[src/rtl/size_weighted_lru_cache_assert.svh]
// Assertion macros for the cache RTL.
`ifndef SIZE_WEIGHTED_LRU_CACHE_ASSERT_SVH
`define SIZE_WEIGHTED_LRU_CACHE_ASSERT_SVH

// Same-cycle implication under synchronous active-low reset.
`define SWLRU_ASSERT_NOW(lbl, clk, rstn, ante, cons, msg) \
    lbl: assert property (@(posedge clk) disable iff (!(rstn)) (ante) |-> (cons)) \
        else $error(msg);

// Next-cycle implication under synchronous active-low reset.
`define SWLRU_ASSERT_NEXT(lbl, clk, rstn, ante, cons, msg) \
    lbl: assert property (@(posedge clk) disable iff (!(rstn)) (ante) |=> (cons)) \
        else $error(msg);

`endif

[src/rtl/swlru_pkg.sv]
`timescale 1ns / 1ps

package swlru_pkg;

    localparam int unsigned DATA_W  = 32;
    localparam int unsigned USED_W  = 33;
    localparam int unsigned COUNT_W = 5;

    typedef enum logic [1:0] {
        KIND_HIT      = 2'd0,
        KIND_INSERTED = 2'd1,
        KIND_FAILED   = 2'd2,
        KIND_EVICTED  = 2'd3
    } kind_t;

    typedef enum logic [3:0] {
        ST_IDLE,
        ST_SEARCH,
        ST_SEARCH_CMP,
        ST_HIT,
        ST_MISS,
        ST_EVICT_CHECK,
        ST_EVICT_FIND,
        ST_EVICT_EMIT,
        ST_FREE_FIND,
        ST_INSERT
    } state_t;

    typedef enum logic [1:0] {
        RK_NONE,
        RK_PROMOTE,
        RK_INSERT,
        RK_EVICT
    } rank_op_t;

endpackage

[src/rtl/swlru_mem.sv]
`timescale 1ns / 1ps

module swlru_mem #(
    parameter int ENTRIES = 16,
    parameter int KEY_W   = 32
) (
    input  logic                        aclk,
    input  logic                        wr_en,
    input  logic [$clog2(ENTRIES)-1:0]  wr_addr,
    input  logic [KEY_W-1:0]            wr_key,
    input  logic [swlru_pkg::DATA_W-1:0] wr_size,
    input  logic [$clog2(ENTRIES)-1:0]  rd_addr,
    output logic [KEY_W-1:0]            rd_key,
    output logic [swlru_pkg::DATA_W-1:0] rd_size
);

    logic [KEY_W-1:0]             key_mem  [ENTRIES];
    logic [swlru_pkg::DATA_W-1:0] size_mem [ENTRIES];

    always_ff @(posedge aclk) begin
        if (wr_en) begin
            key_mem[wr_addr]  <= wr_key;
            size_mem[wr_addr] <= wr_size;
        end
        rd_key  <= key_mem[rd_addr];
        rd_size <= size_mem[rd_addr];
    end

endmodule

[src/rtl/swlru_rank.sv]
`timescale 1ns / 1ps

module swlru_rank #(
    parameter int ENTRIES = 16
) (
    input  logic                         aclk,
    input  logic                         aresetn,
    input  swlru_pkg::rank_op_t          op,
    input  logic [$clog2(ENTRIES)-1:0]   idx,
    output logic                         probe_valid,
    output logic [$clog2(ENTRIES)-1:0]   probe_rank
);

    localparam int RANK_W = $clog2(ENTRIES);

    logic [ENTRIES-1:0] valid_reg;
    logic [ENTRIES-1:0] valid_next;
    logic [RANK_W-1:0]  rank_reg  [ENTRIES];
    logic [RANK_W-1:0]  rank_next [ENTRIES];
    logic [RANK_W-1:0]  sel_rank;

    assign sel_rank    = rank_reg[idx];
    assign probe_valid = valid_reg[idx];
    assign probe_rank  = sel_rank;

    always_comb begin
        valid_next = valid_reg;
        for (int j = 0; j < ENTRIES; j++) begin
            rank_next[j] = rank_reg[j];
        end
        case (op)
            swlru_pkg::RK_PROMOTE: begin
                // age everything more recent than the hit entry
                for (int j = 0; j < ENTRIES; j++) begin
                    if (valid_reg[j] && rank_reg[j] < sel_rank) begin
                        rank_next[j] = rank_reg[j] + 1'b1;
                    end
                end
                rank_next[idx] = '0;
            end
            swlru_pkg::RK_INSERT: begin
                for (int j = 0; j < ENTRIES; j++) begin
                    if (valid_reg[j]) begin
                        rank_next[j] = rank_reg[j] + 1'b1;
                    end
                end
                rank_next[idx]  = '0;
                valid_next[idx] = 1'b1;
            end
            swlru_pkg::RK_EVICT: begin
                valid_next[idx] = 1'b0;
            end
            default: begin
            end
        endcase
    end

    always_ff @(posedge aclk) begin
        if (!aresetn) begin
            valid_reg <= '0;
            for (int j = 0; j < ENTRIES; j++) begin
                rank_reg[j] <= '0;
            end
        end else begin
            valid_reg <= valid_next;
            for (int j = 0; j < ENTRIES; j++) begin
                rank_reg[j] <= rank_next[j];
            end
        end
    end

endmodule

[src/rtl/size_weighted_lru_cache.sv]
// Flow: the accept edge starts a serial key search that skips an empty slot and reads, then
// compares, a valid one; a hit or a load failure (zero size) then loads the result register.
// A miss with a size runs each eviction as check, oldest-rank scan and emit, then the insert
// as check, free-slot scan and write. One request at a time: s_ready is low from accept
// until the state returns to idle after the last beat; a beat waits while m_ready is low and
// the result register is full. Reset: aresetn synchronous, active low; clears control state, not payload or memory.
`timescale 1ns / 1ps

module size_weighted_lru_cache #(
    parameter int ENTRIES  = 16,
    parameter int KEY_BITS = 32
) (
    input  logic        aclk,
    input  logic        aresetn,
    // budget register
    input  logic        cfg_wr_en,
    input  logic [31:0] cfg_wr_data,
    // request channel
    input  logic        s_valid,
    output logic        s_ready,
    input  logic [31:0] s_key,
    input  logic [31:0] s_object_bytes,
    // result channel
    output logic        m_valid,
    input  logic        m_ready,
    output logic [1:0]  m_kind,
    output logic [31:0] m_result_key,
    output logic [31:0] m_result_bytes,
    output logic        m_last,
    output logic [32:0] m_used_bytes,
    output logic [4:0]  m_entry_count,
    output logic [31:0] m_request_count,
    output logic [31:0] m_hit_count
);

    `include "size_weighted_lru_cache_assert.svh"

    // Stored key width: only the low KEY_BITS of the 32-bit port take part.
    localparam int KEY_W = (KEY_BITS < 32) ? KEY_BITS : 32;
    localparam int IDX_W = $clog2(ENTRIES);
    localparam int CNT_W = $clog2(ENTRIES + 1);
    localparam logic [IDX_W-1:0] LAST_IDX = IDX_W'(ENTRIES - 1);
    localparam logic [CNT_W-1:0] FULL_CNT = CNT_W'(ENTRIES);

    swlru_pkg::state_t state_reg, state_next;
    logic [IDX_W-1:0]  idx_reg, idx_next;
    logic [KEY_W-1:0]  key_reg, key_next;
    logic [31:0]       size_reg, size_next;
    logic [31:0]       budget_reg, budget_next;
    logic [32:0]       total_reg, total_next;
    logic [CNT_W-1:0]  count_reg, count_next;
    logic [31:0]       req_reg, req_next;
    logic [31:0]       hits_reg, hits_next;

    // result register
    logic        m_valid_reg, m_valid_next;
    logic [1:0]  kind_reg, kind_next;
    logic [31:0] rkey_reg, rkey_next;
    logic [31:0] rbytes_reg, rbytes_next;
    logic        last_reg, last_next;
    logic [32:0] used_reg, used_next;
    logic [4:0]  ecount_reg, ecount_next;
    logic [31:0] rreq_reg, rreq_next;
    logic [31:0] rhits_reg, rhits_next;

    logic                 out_free;
    logic                 emit_fire;
    logic                 mem_we;
    logic [KEY_W-1:0]     mem_key;
    logic [31:0]          mem_size;
    logic                 probe_valid;
    logic [IDX_W-1:0]     probe_rank;
    swlru_pkg::rank_op_t  rank_op;
    logic [33:0]          need_bytes;

    swlru_mem #(
        .ENTRIES (ENTRIES),
        .KEY_W   (KEY_W)
    ) u_mem (
        .aclk    (aclk),
        .wr_en   (mem_we),
        .wr_addr (idx_reg),
        .wr_key  (key_reg),
        .wr_size (size_reg),
        .rd_addr (idx_reg),
        .rd_key  (mem_key),
        .rd_size (mem_size)
    );

    swlru_rank #(
        .ENTRIES (ENTRIES)
    ) u_rank (
        .aclk        (aclk),
        .aresetn     (aresetn),
        .op          (rank_op),
        .idx         (idx_reg),
        .probe_valid (probe_valid),
        .probe_rank  (probe_rank)
    );

    // The result register frees when empty or when its beat is taken this cycle.
    assign out_free   = !m_valid_reg || m_ready;
    assign s_ready    = (state_reg == swlru_pkg::ST_IDLE);
    assign need_bytes = {1'b0, total_reg} + {2'b00, size_reg};

    always_comb begin
        state_next   = state_reg;
        idx_next     = idx_reg;
        key_next     = key_reg;
        size_next    = size_reg;
        budget_next  = cfg_wr_en ? cfg_wr_data : budget_reg;
        total_next   = total_reg;
        count_next   = count_reg;
        req_next     = req_reg;
        hits_next    = hits_reg;
        m_valid_next = m_valid_reg && !m_ready;
        kind_next    = kind_reg;
        rkey_next    = rkey_reg;
        rbytes_next  = rbytes_reg;
        last_next    = last_reg;
        used_next    = used_reg;
        ecount_next  = ecount_reg;
        rreq_next    = rreq_reg;
        rhits_next   = rhits_reg;
        emit_fire    = 1'b0;
        mem_we       = 1'b0;
        rank_op      = swlru_pkg::RK_NONE;

        case (state_reg)
            swlru_pkg::ST_IDLE: begin
                if (s_valid) begin
                    key_next   = s_key[KEY_W-1:0];
                    size_next  = s_object_bytes;
                    req_next   = req_reg + 32'd1;
                    idx_next   = '0;
                    state_next = swlru_pkg::ST_SEARCH;
                end
            end
            swlru_pkg::ST_SEARCH: begin
                // skip empty slots; a valid one waits for its registered key read
                if (probe_valid) begin
                    state_next = swlru_pkg::ST_SEARCH_CMP;
                end else if (idx_reg == LAST_IDX) begin
                    state_next = swlru_pkg::ST_MISS;
                end else begin
                    idx_next = idx_reg + 1'b1;
                end
            end
            swlru_pkg::ST_SEARCH_CMP: begin
                if (mem_key == key_reg) begin
                    state_next = swlru_pkg::ST_HIT;
                end else if (idx_reg == LAST_IDX) begin
                    state_next = swlru_pkg::ST_MISS;
                end else begin
                    idx_next   = idx_reg + 1'b1;
                    state_next = swlru_pkg::ST_SEARCH;
                end
            end
            swlru_pkg::ST_HIT: begin
                if (out_free) begin
                    emit_fire   = 1'b1;
                    rank_op     = swlru_pkg::RK_PROMOTE;
                    hits_next   = hits_reg + 32'd1;
                    kind_next   = swlru_pkg::KIND_HIT;
                    rbytes_next = mem_size;
                    last_next   = 1'b1;
                    used_next   = total_reg;
                    ecount_next = 5'(count_reg);
                    rhits_next  = hits_reg + 32'd1;
                    state_next  = swlru_pkg::ST_IDLE;
                end
            end
            swlru_pkg::ST_MISS: begin
                if (size_reg == 32'd0) begin
                    if (out_free) begin
                        emit_fire   = 1'b1;
                        kind_next   = swlru_pkg::KIND_FAILED;
                        rbytes_next = 32'd0;
                        last_next   = 1'b1;
                        used_next   = total_reg;
                        ecount_next = 5'(count_reg);
                        rhits_next  = hits_reg;
                        state_next  = swlru_pkg::ST_IDLE;
                    end
                end else begin
                    state_next = swlru_pkg::ST_EVICT_CHECK;
                end
            end
            swlru_pkg::ST_EVICT_CHECK: begin
                // over budget with something to drop, or table full: evict oldest
                idx_next = '0;
                if ((count_reg != '0 && need_bytes > {2'b00, budget_reg}) ||
                    count_reg >= FULL_CNT) begin
                    state_next = swlru_pkg::ST_EVICT_FIND;
                end else begin
                    state_next = swlru_pkg::ST_FREE_FIND;
                end
            end
            swlru_pkg::ST_EVICT_FIND: begin
                if (probe_valid && CNT_W'(probe_rank) == count_reg - 1'b1) begin
                    state_next = swlru_pkg::ST_EVICT_EMIT;
                end else begin
                    idx_next = idx_reg + 1'b1;
                end
            end
            swlru_pkg::ST_EVICT_EMIT: begin
                if (out_free) begin
                    emit_fire   = 1'b1;
                    rank_op     = swlru_pkg::RK_EVICT;
                    total_next  = total_reg - {1'b0, mem_size};
                    count_next  = count_reg - 1'b1;
                    kind_next   = swlru_pkg::KIND_EVICTED;
                    rkey_next   = 32'(mem_key);
                    rbytes_next = mem_size;
                    last_next   = 1'b0;
                    used_next   = total_reg - {1'b0, mem_size};
                    ecount_next = 5'(count_reg - 1'b1);
                    rhits_next  = hits_reg;
                    state_next  = swlru_pkg::ST_EVICT_CHECK;
                end
            end
            swlru_pkg::ST_FREE_FIND: begin
                if (!probe_valid) begin
                    state_next = swlru_pkg::ST_INSERT;
                end else begin
                    idx_next = idx_reg + 1'b1;
                end
            end
            swlru_pkg::ST_INSERT: begin
                if (out_free) begin
                    emit_fire   = 1'b1;
                    mem_we      = 1'b1;
                    rank_op     = swlru_pkg::RK_INSERT;
                    total_next  = need_bytes[32:0];
                    count_next  = count_reg + 1'b1;
                    kind_next   = swlru_pkg::KIND_INSERTED;
                    rbytes_next = size_reg;
                    last_next   = 1'b1;
                    used_next   = need_bytes[32:0];
                    ecount_next = 5'(count_reg + 1'b1);
                    rhits_next  = hits_reg;
                    state_next  = swlru_pkg::ST_IDLE;
                end
            end
            default: begin
                state_next = swlru_pkg::ST_IDLE;
            end
        endcase

        if (emit_fire) begin
            m_valid_next = 1'b1;
            rreq_next    = req_reg;
            if (state_reg != swlru_pkg::ST_EVICT_EMIT) begin
                rkey_next = 32'(key_reg);
            end
        end
    end

    always_ff @(posedge aclk) begin
        if (!aresetn) begin
            state_reg   <= swlru_pkg::ST_IDLE;
            idx_reg     <= '0;
            budget_reg  <= '0;
            total_reg   <= '0;
            count_reg   <= '0;
            req_reg     <= '0;
            hits_reg    <= '0;
            m_valid_reg <= 1'b0;
        end else begin
            state_reg   <= state_next;
            idx_reg     <= idx_next;
            budget_reg  <= budget_next;
            total_reg   <= total_next;
            count_reg   <= count_next;
            req_reg     <= req_next;
            hits_reg    <= hits_next;
            m_valid_reg <= m_valid_next;
        end
    end

    // payload holds; no reset needed
    always_ff @(posedge aclk) begin
        key_reg    <= key_next;
        size_reg   <= size_next;
        kind_reg   <= kind_next;
        rkey_reg   <= rkey_next;
        rbytes_reg <= rbytes_next;
        last_reg   <= last_next;
        used_reg   <= used_next;
        ecount_reg <= ecount_next;
        rreq_reg   <= rreq_next;
        rhits_reg  <= rhits_next;
    end

    assign m_valid         = m_valid_reg;
    assign m_kind          = kind_reg;
    assign m_result_key    = rkey_reg;
    assign m_result_bytes  = rbytes_reg;
    assign m_last          = last_reg;
    assign m_used_bytes    = used_reg;
    assign m_entry_count   = ecount_reg;
    assign m_request_count = rreq_reg;
    assign m_hit_count     = rhits_reg;

    `SWLRU_ASSERT_NOW(a_count_bound, aclk, aresetn, 1'b1, count_reg <= FULL_CNT, "entry count overflow")
    `SWLRU_ASSERT_NOW(a_evict_nonempty, aclk, aresetn, state_reg == swlru_pkg::ST_EVICT_EMIT && emit_fire, count_reg != '0, "eviction from empty table")
    `SWLRU_ASSERT_NOW(a_insert_room, aclk, aresetn, state_reg == swlru_pkg::ST_INSERT && emit_fire, count_reg < FULL_CNT && !probe_valid, "insert into occupied slot")
    `SWLRU_ASSERT_NEXT(a_accept_search, aclk, aresetn, s_valid && s_ready, state_reg == swlru_pkg::ST_SEARCH, "accepted request did not start search")

endmodule
[config.mk]
export PLATFORM = sky130hd
export DESIGN_NAME = size_weighted_lru_cache
export DESIGN_NICKNAME = d
export VERILOG_FILES = /design/src/rtl/swlru_pkg.sv /design/src/rtl/swlru_mem.sv /design/src/rtl/swlru_rank.sv /design/src/rtl/size_weighted_lru_cache.sv
export VERILOG_INCLUDE_DIRS = /design/src /design/src/rtl
export SDC_FILE = /design/constraint.sdc
export NUM_CORES = 2
export LEC_CHECK = 0
export ABC_AREA = 1
export BUFFER_PORTS_ARGS = -buffer_cell sky130_fd_sc_hd__buf_4
export CORE_UTILIZATION = 50
export CTS_CLUSTER_DIAMETER = 50
export DETAILED_ROUTE_END_ITERATION = 8
export PLACE_DENSITY = 0.73
export SLEW_MARGIN = 20
export SYNTH_ARGS = -nofsm -noshare
export SYNTH_HDL_FRONTEND = slang
export SYNTH_SLANG_ARGS = --single-unit
[constraint.sdc]
create_clock -name aclk -period 11.95 [get_ports aclk]
set_input_delay 1.195 -clock aclk [delete_from_list [all_inputs] [get_ports aclk]]
set_output_delay 1.195 -clock aclk [all_outputs]
set_load 0.01 [all_outputs]
==> metrics.yaml <==
cts-root-buf: "clkbuf_16"
synth_edf_count: 1225
fin_skew_ps: 27.55
yosysSeqAreaShare: 0.6322
clock_path_buffers: 3
use_met2: 0.4199
crit_chain: "nand2_1 -> nor2_4 -> buf_4 -> inv_2 -> nor2_2 -> buf_4 -> inv_2 -> nand2_2 -> buf_4 -> ha_2 -> buf_4 -> inv_2 -> buf_4 -> o21ai_0 -> nand2_1 -> nor2_1 -> nor3_1"
finalSetupViolCount: 0
synth_seq_cells: 1548
crit_buf_inv: 8
drt_iter0_markers: 5677
path_common_cell: "buf_4"
grt_start_max_net_pins: 205
grt_pass1_vias: 47800
setup_tns_ps: 0
crit_required_ps: 12640
avgSynthCellArea_sq_um: 10.33
top_usage_layer: "met2"
ant_nets: 0
syn2layout_area_growth_pct: 13.87
gp_congestion: 0.9148
die-area_sq_um: 138300
dr.pass1.iters: 6
post-dp-hpwl_mm: 110.8
fin_nets: 7090
die_x_um: 371.9
max_freq_ghz: 0.1840
grt_pass1_wl_mm: 282.6
crit_path_start_kind: "flop"
critPathTopFamily: "buffers and inverters"
overflow: 0
clk_latency_ps: 820
r2r_cells: 17
relSlewSlack: 0.2058
placed_cells: 8425
async_flop_share: 0
numCtsBuffers: 170
grt_use_met1: 0.3763
grt_usage: 0.2674
tightest_slew_ps: 1191
die_h_um: 371.9
finalHoldViolCount: 0
p_leak_uw: 0.02893
grt_use_met3: 0.04745
whs_ps: 456.0
drc_errors: 0
clock-sinks: 1548
max_stage_delay_ps: 590
multi_input_comb_area_sq_um: 22240
ir_drop_v: 0.0001684
port_buffers: 271
seqCellArea_sq_um: 43260
yosysWarnings: 0
drt-total-wl_mm: 189.0
crit_type: "flop to flop"
rsz0062_at_grt: "no"
path_clk_slew_ps: 60
cp_num_cells: 17
core_sq_um: 135600
cp_max_fo: 77
critPathArrivalTime_ps: 6120
fillers: 11030
timing.final.crit_share: 0.4548
synth_nets: 6896
cts_tree: "built"
vias: 51290
synthCells: 6623
cts_hold_buf: 0
syn_area_sq_um: 68410
instances_no_fill: 8743
row_count: 135
pin_count: 272
drive_above_1_share: 0.1017
max_cap_violations: 0
cts_resized: 0
ys.flop_type: "edfxtp_1"
start_util: 0.5044
power.density_nw_per_um2: 204.7
vias_per_cell: 5.866
fin_crit_ps: 5435
endpoint_kind: "flop"
ctsHtreeMaxLevel: 4
antenna_cells: 0
antenna_found_initial: 2
final_util: 0.5743
critPathSlowestCell: "buf_4"
drv_slew: 0
wl_per_cell_um: 21.62
min_path_type: "flop to flop"
status: "complete, no violations"
ys_types: 57
hold_depth: 0
post-cts-setup-buffers: 0
-- per-layer routing --
metal	share of wire	routed length, um
met1	0.42	79390
met2	0.46	86380
met3	0.096	18060
met4	0.027	5157
met5	0	0
-- cells in the mapped netlist, drive strengths merged (66+ instances only) --
master,count,area share
a21oi,331,0.024
clkbuf,293,0.016
dfxtp,323,0.095
edfxtp,1225,0.54
ha,170,0.031
inv,466,0.026
nand2,1144,0.063
nand3,281,0.021
nand4,118,0.011
nor2,757,0.043
o211ai,66,0.0072
o21ai,801,0.059
o22ai,257,0.024
xor2,111,0.014
-- worst paths after layout --
| kind | startpoint | endpoint | slack (ps) |
|---|---|---|---|
| worst max-delay path | state_reg[0]$_SDFFE_PN0P_ | u_rank.rank_reg[4][0]$_SDFFE_PN0P_ | 6520 |
| worst min-delay path | req_reg[21]$_SDFFE_PN0P_ | m_request_count[21]$_DFFE_PP_ | 460 |
| worst max register to register | state_reg[0]$_SDFFE_PN0P_ | u_rank.rank_reg[4][0]$_SDFFE_PN0P_ | 6520 |
| worst min register to register | req_reg[21]$_SDFFE_PN0P_ | m_request_count[21]$_DFFE_PP_ | 460 |
-- stage by stage --
stage                     setup WS, ps  area (sq um)  total power, uW
after CTS                         6669         77880            15950
after detailed placement          6279         72180            10680
after global placement            6376         72180            10600
final                             6515         77900            15940
after global routing              6219         77900            16630
after floorplan                   6979         68410             9238
-- area by class of cell --
cell class,count,share of cell area
repair buffers,355,0.03453
flip-flops and latches,1548,0.5553
inverters,469,0.02286
clock buffers,234,0.05940
multi-input cells,4273,0.2855
well taps,1781,0.02861
clock inverters,83,0.01380
-- cells by family (layout without fill, tap and decap cells) --
logic type	Yosys count	count (layout)	synth area share
compound gates	1560	1560	0.1250
xor+xnor	142	142	0.01818
fa+ha+maj	172	172	0.03168
buf+inv	802	1141	0.04501
flops	1548	1548	0.6322
mux	1	1	0.0001463
simple gates	2398	2398	0.1478
-- placed cells by master, fill, tap and decap left out, types with 169 or more instances in the layout --
cell       count
nand3_1      278
o22ai_1      257
clkbuf_16    172
edfxtp_1    1225
a21oi_1      328
inv_1        448
nor2_1       717
o21ai_0      771
dfxtp_1      320
nand2_1     1131
buf_4        353
ha_1         169
-- power by group --
part / total (uW) / internal [uW] / switching [uW]
clock network: 5290 / 3080 / 2200
registers: 6940 / 6460 / 482
logic: 3710 / 1160 / 2550
total: 15900 / 10700 / 5240
No activity file was read; power rests on OpenSTA's default activity.
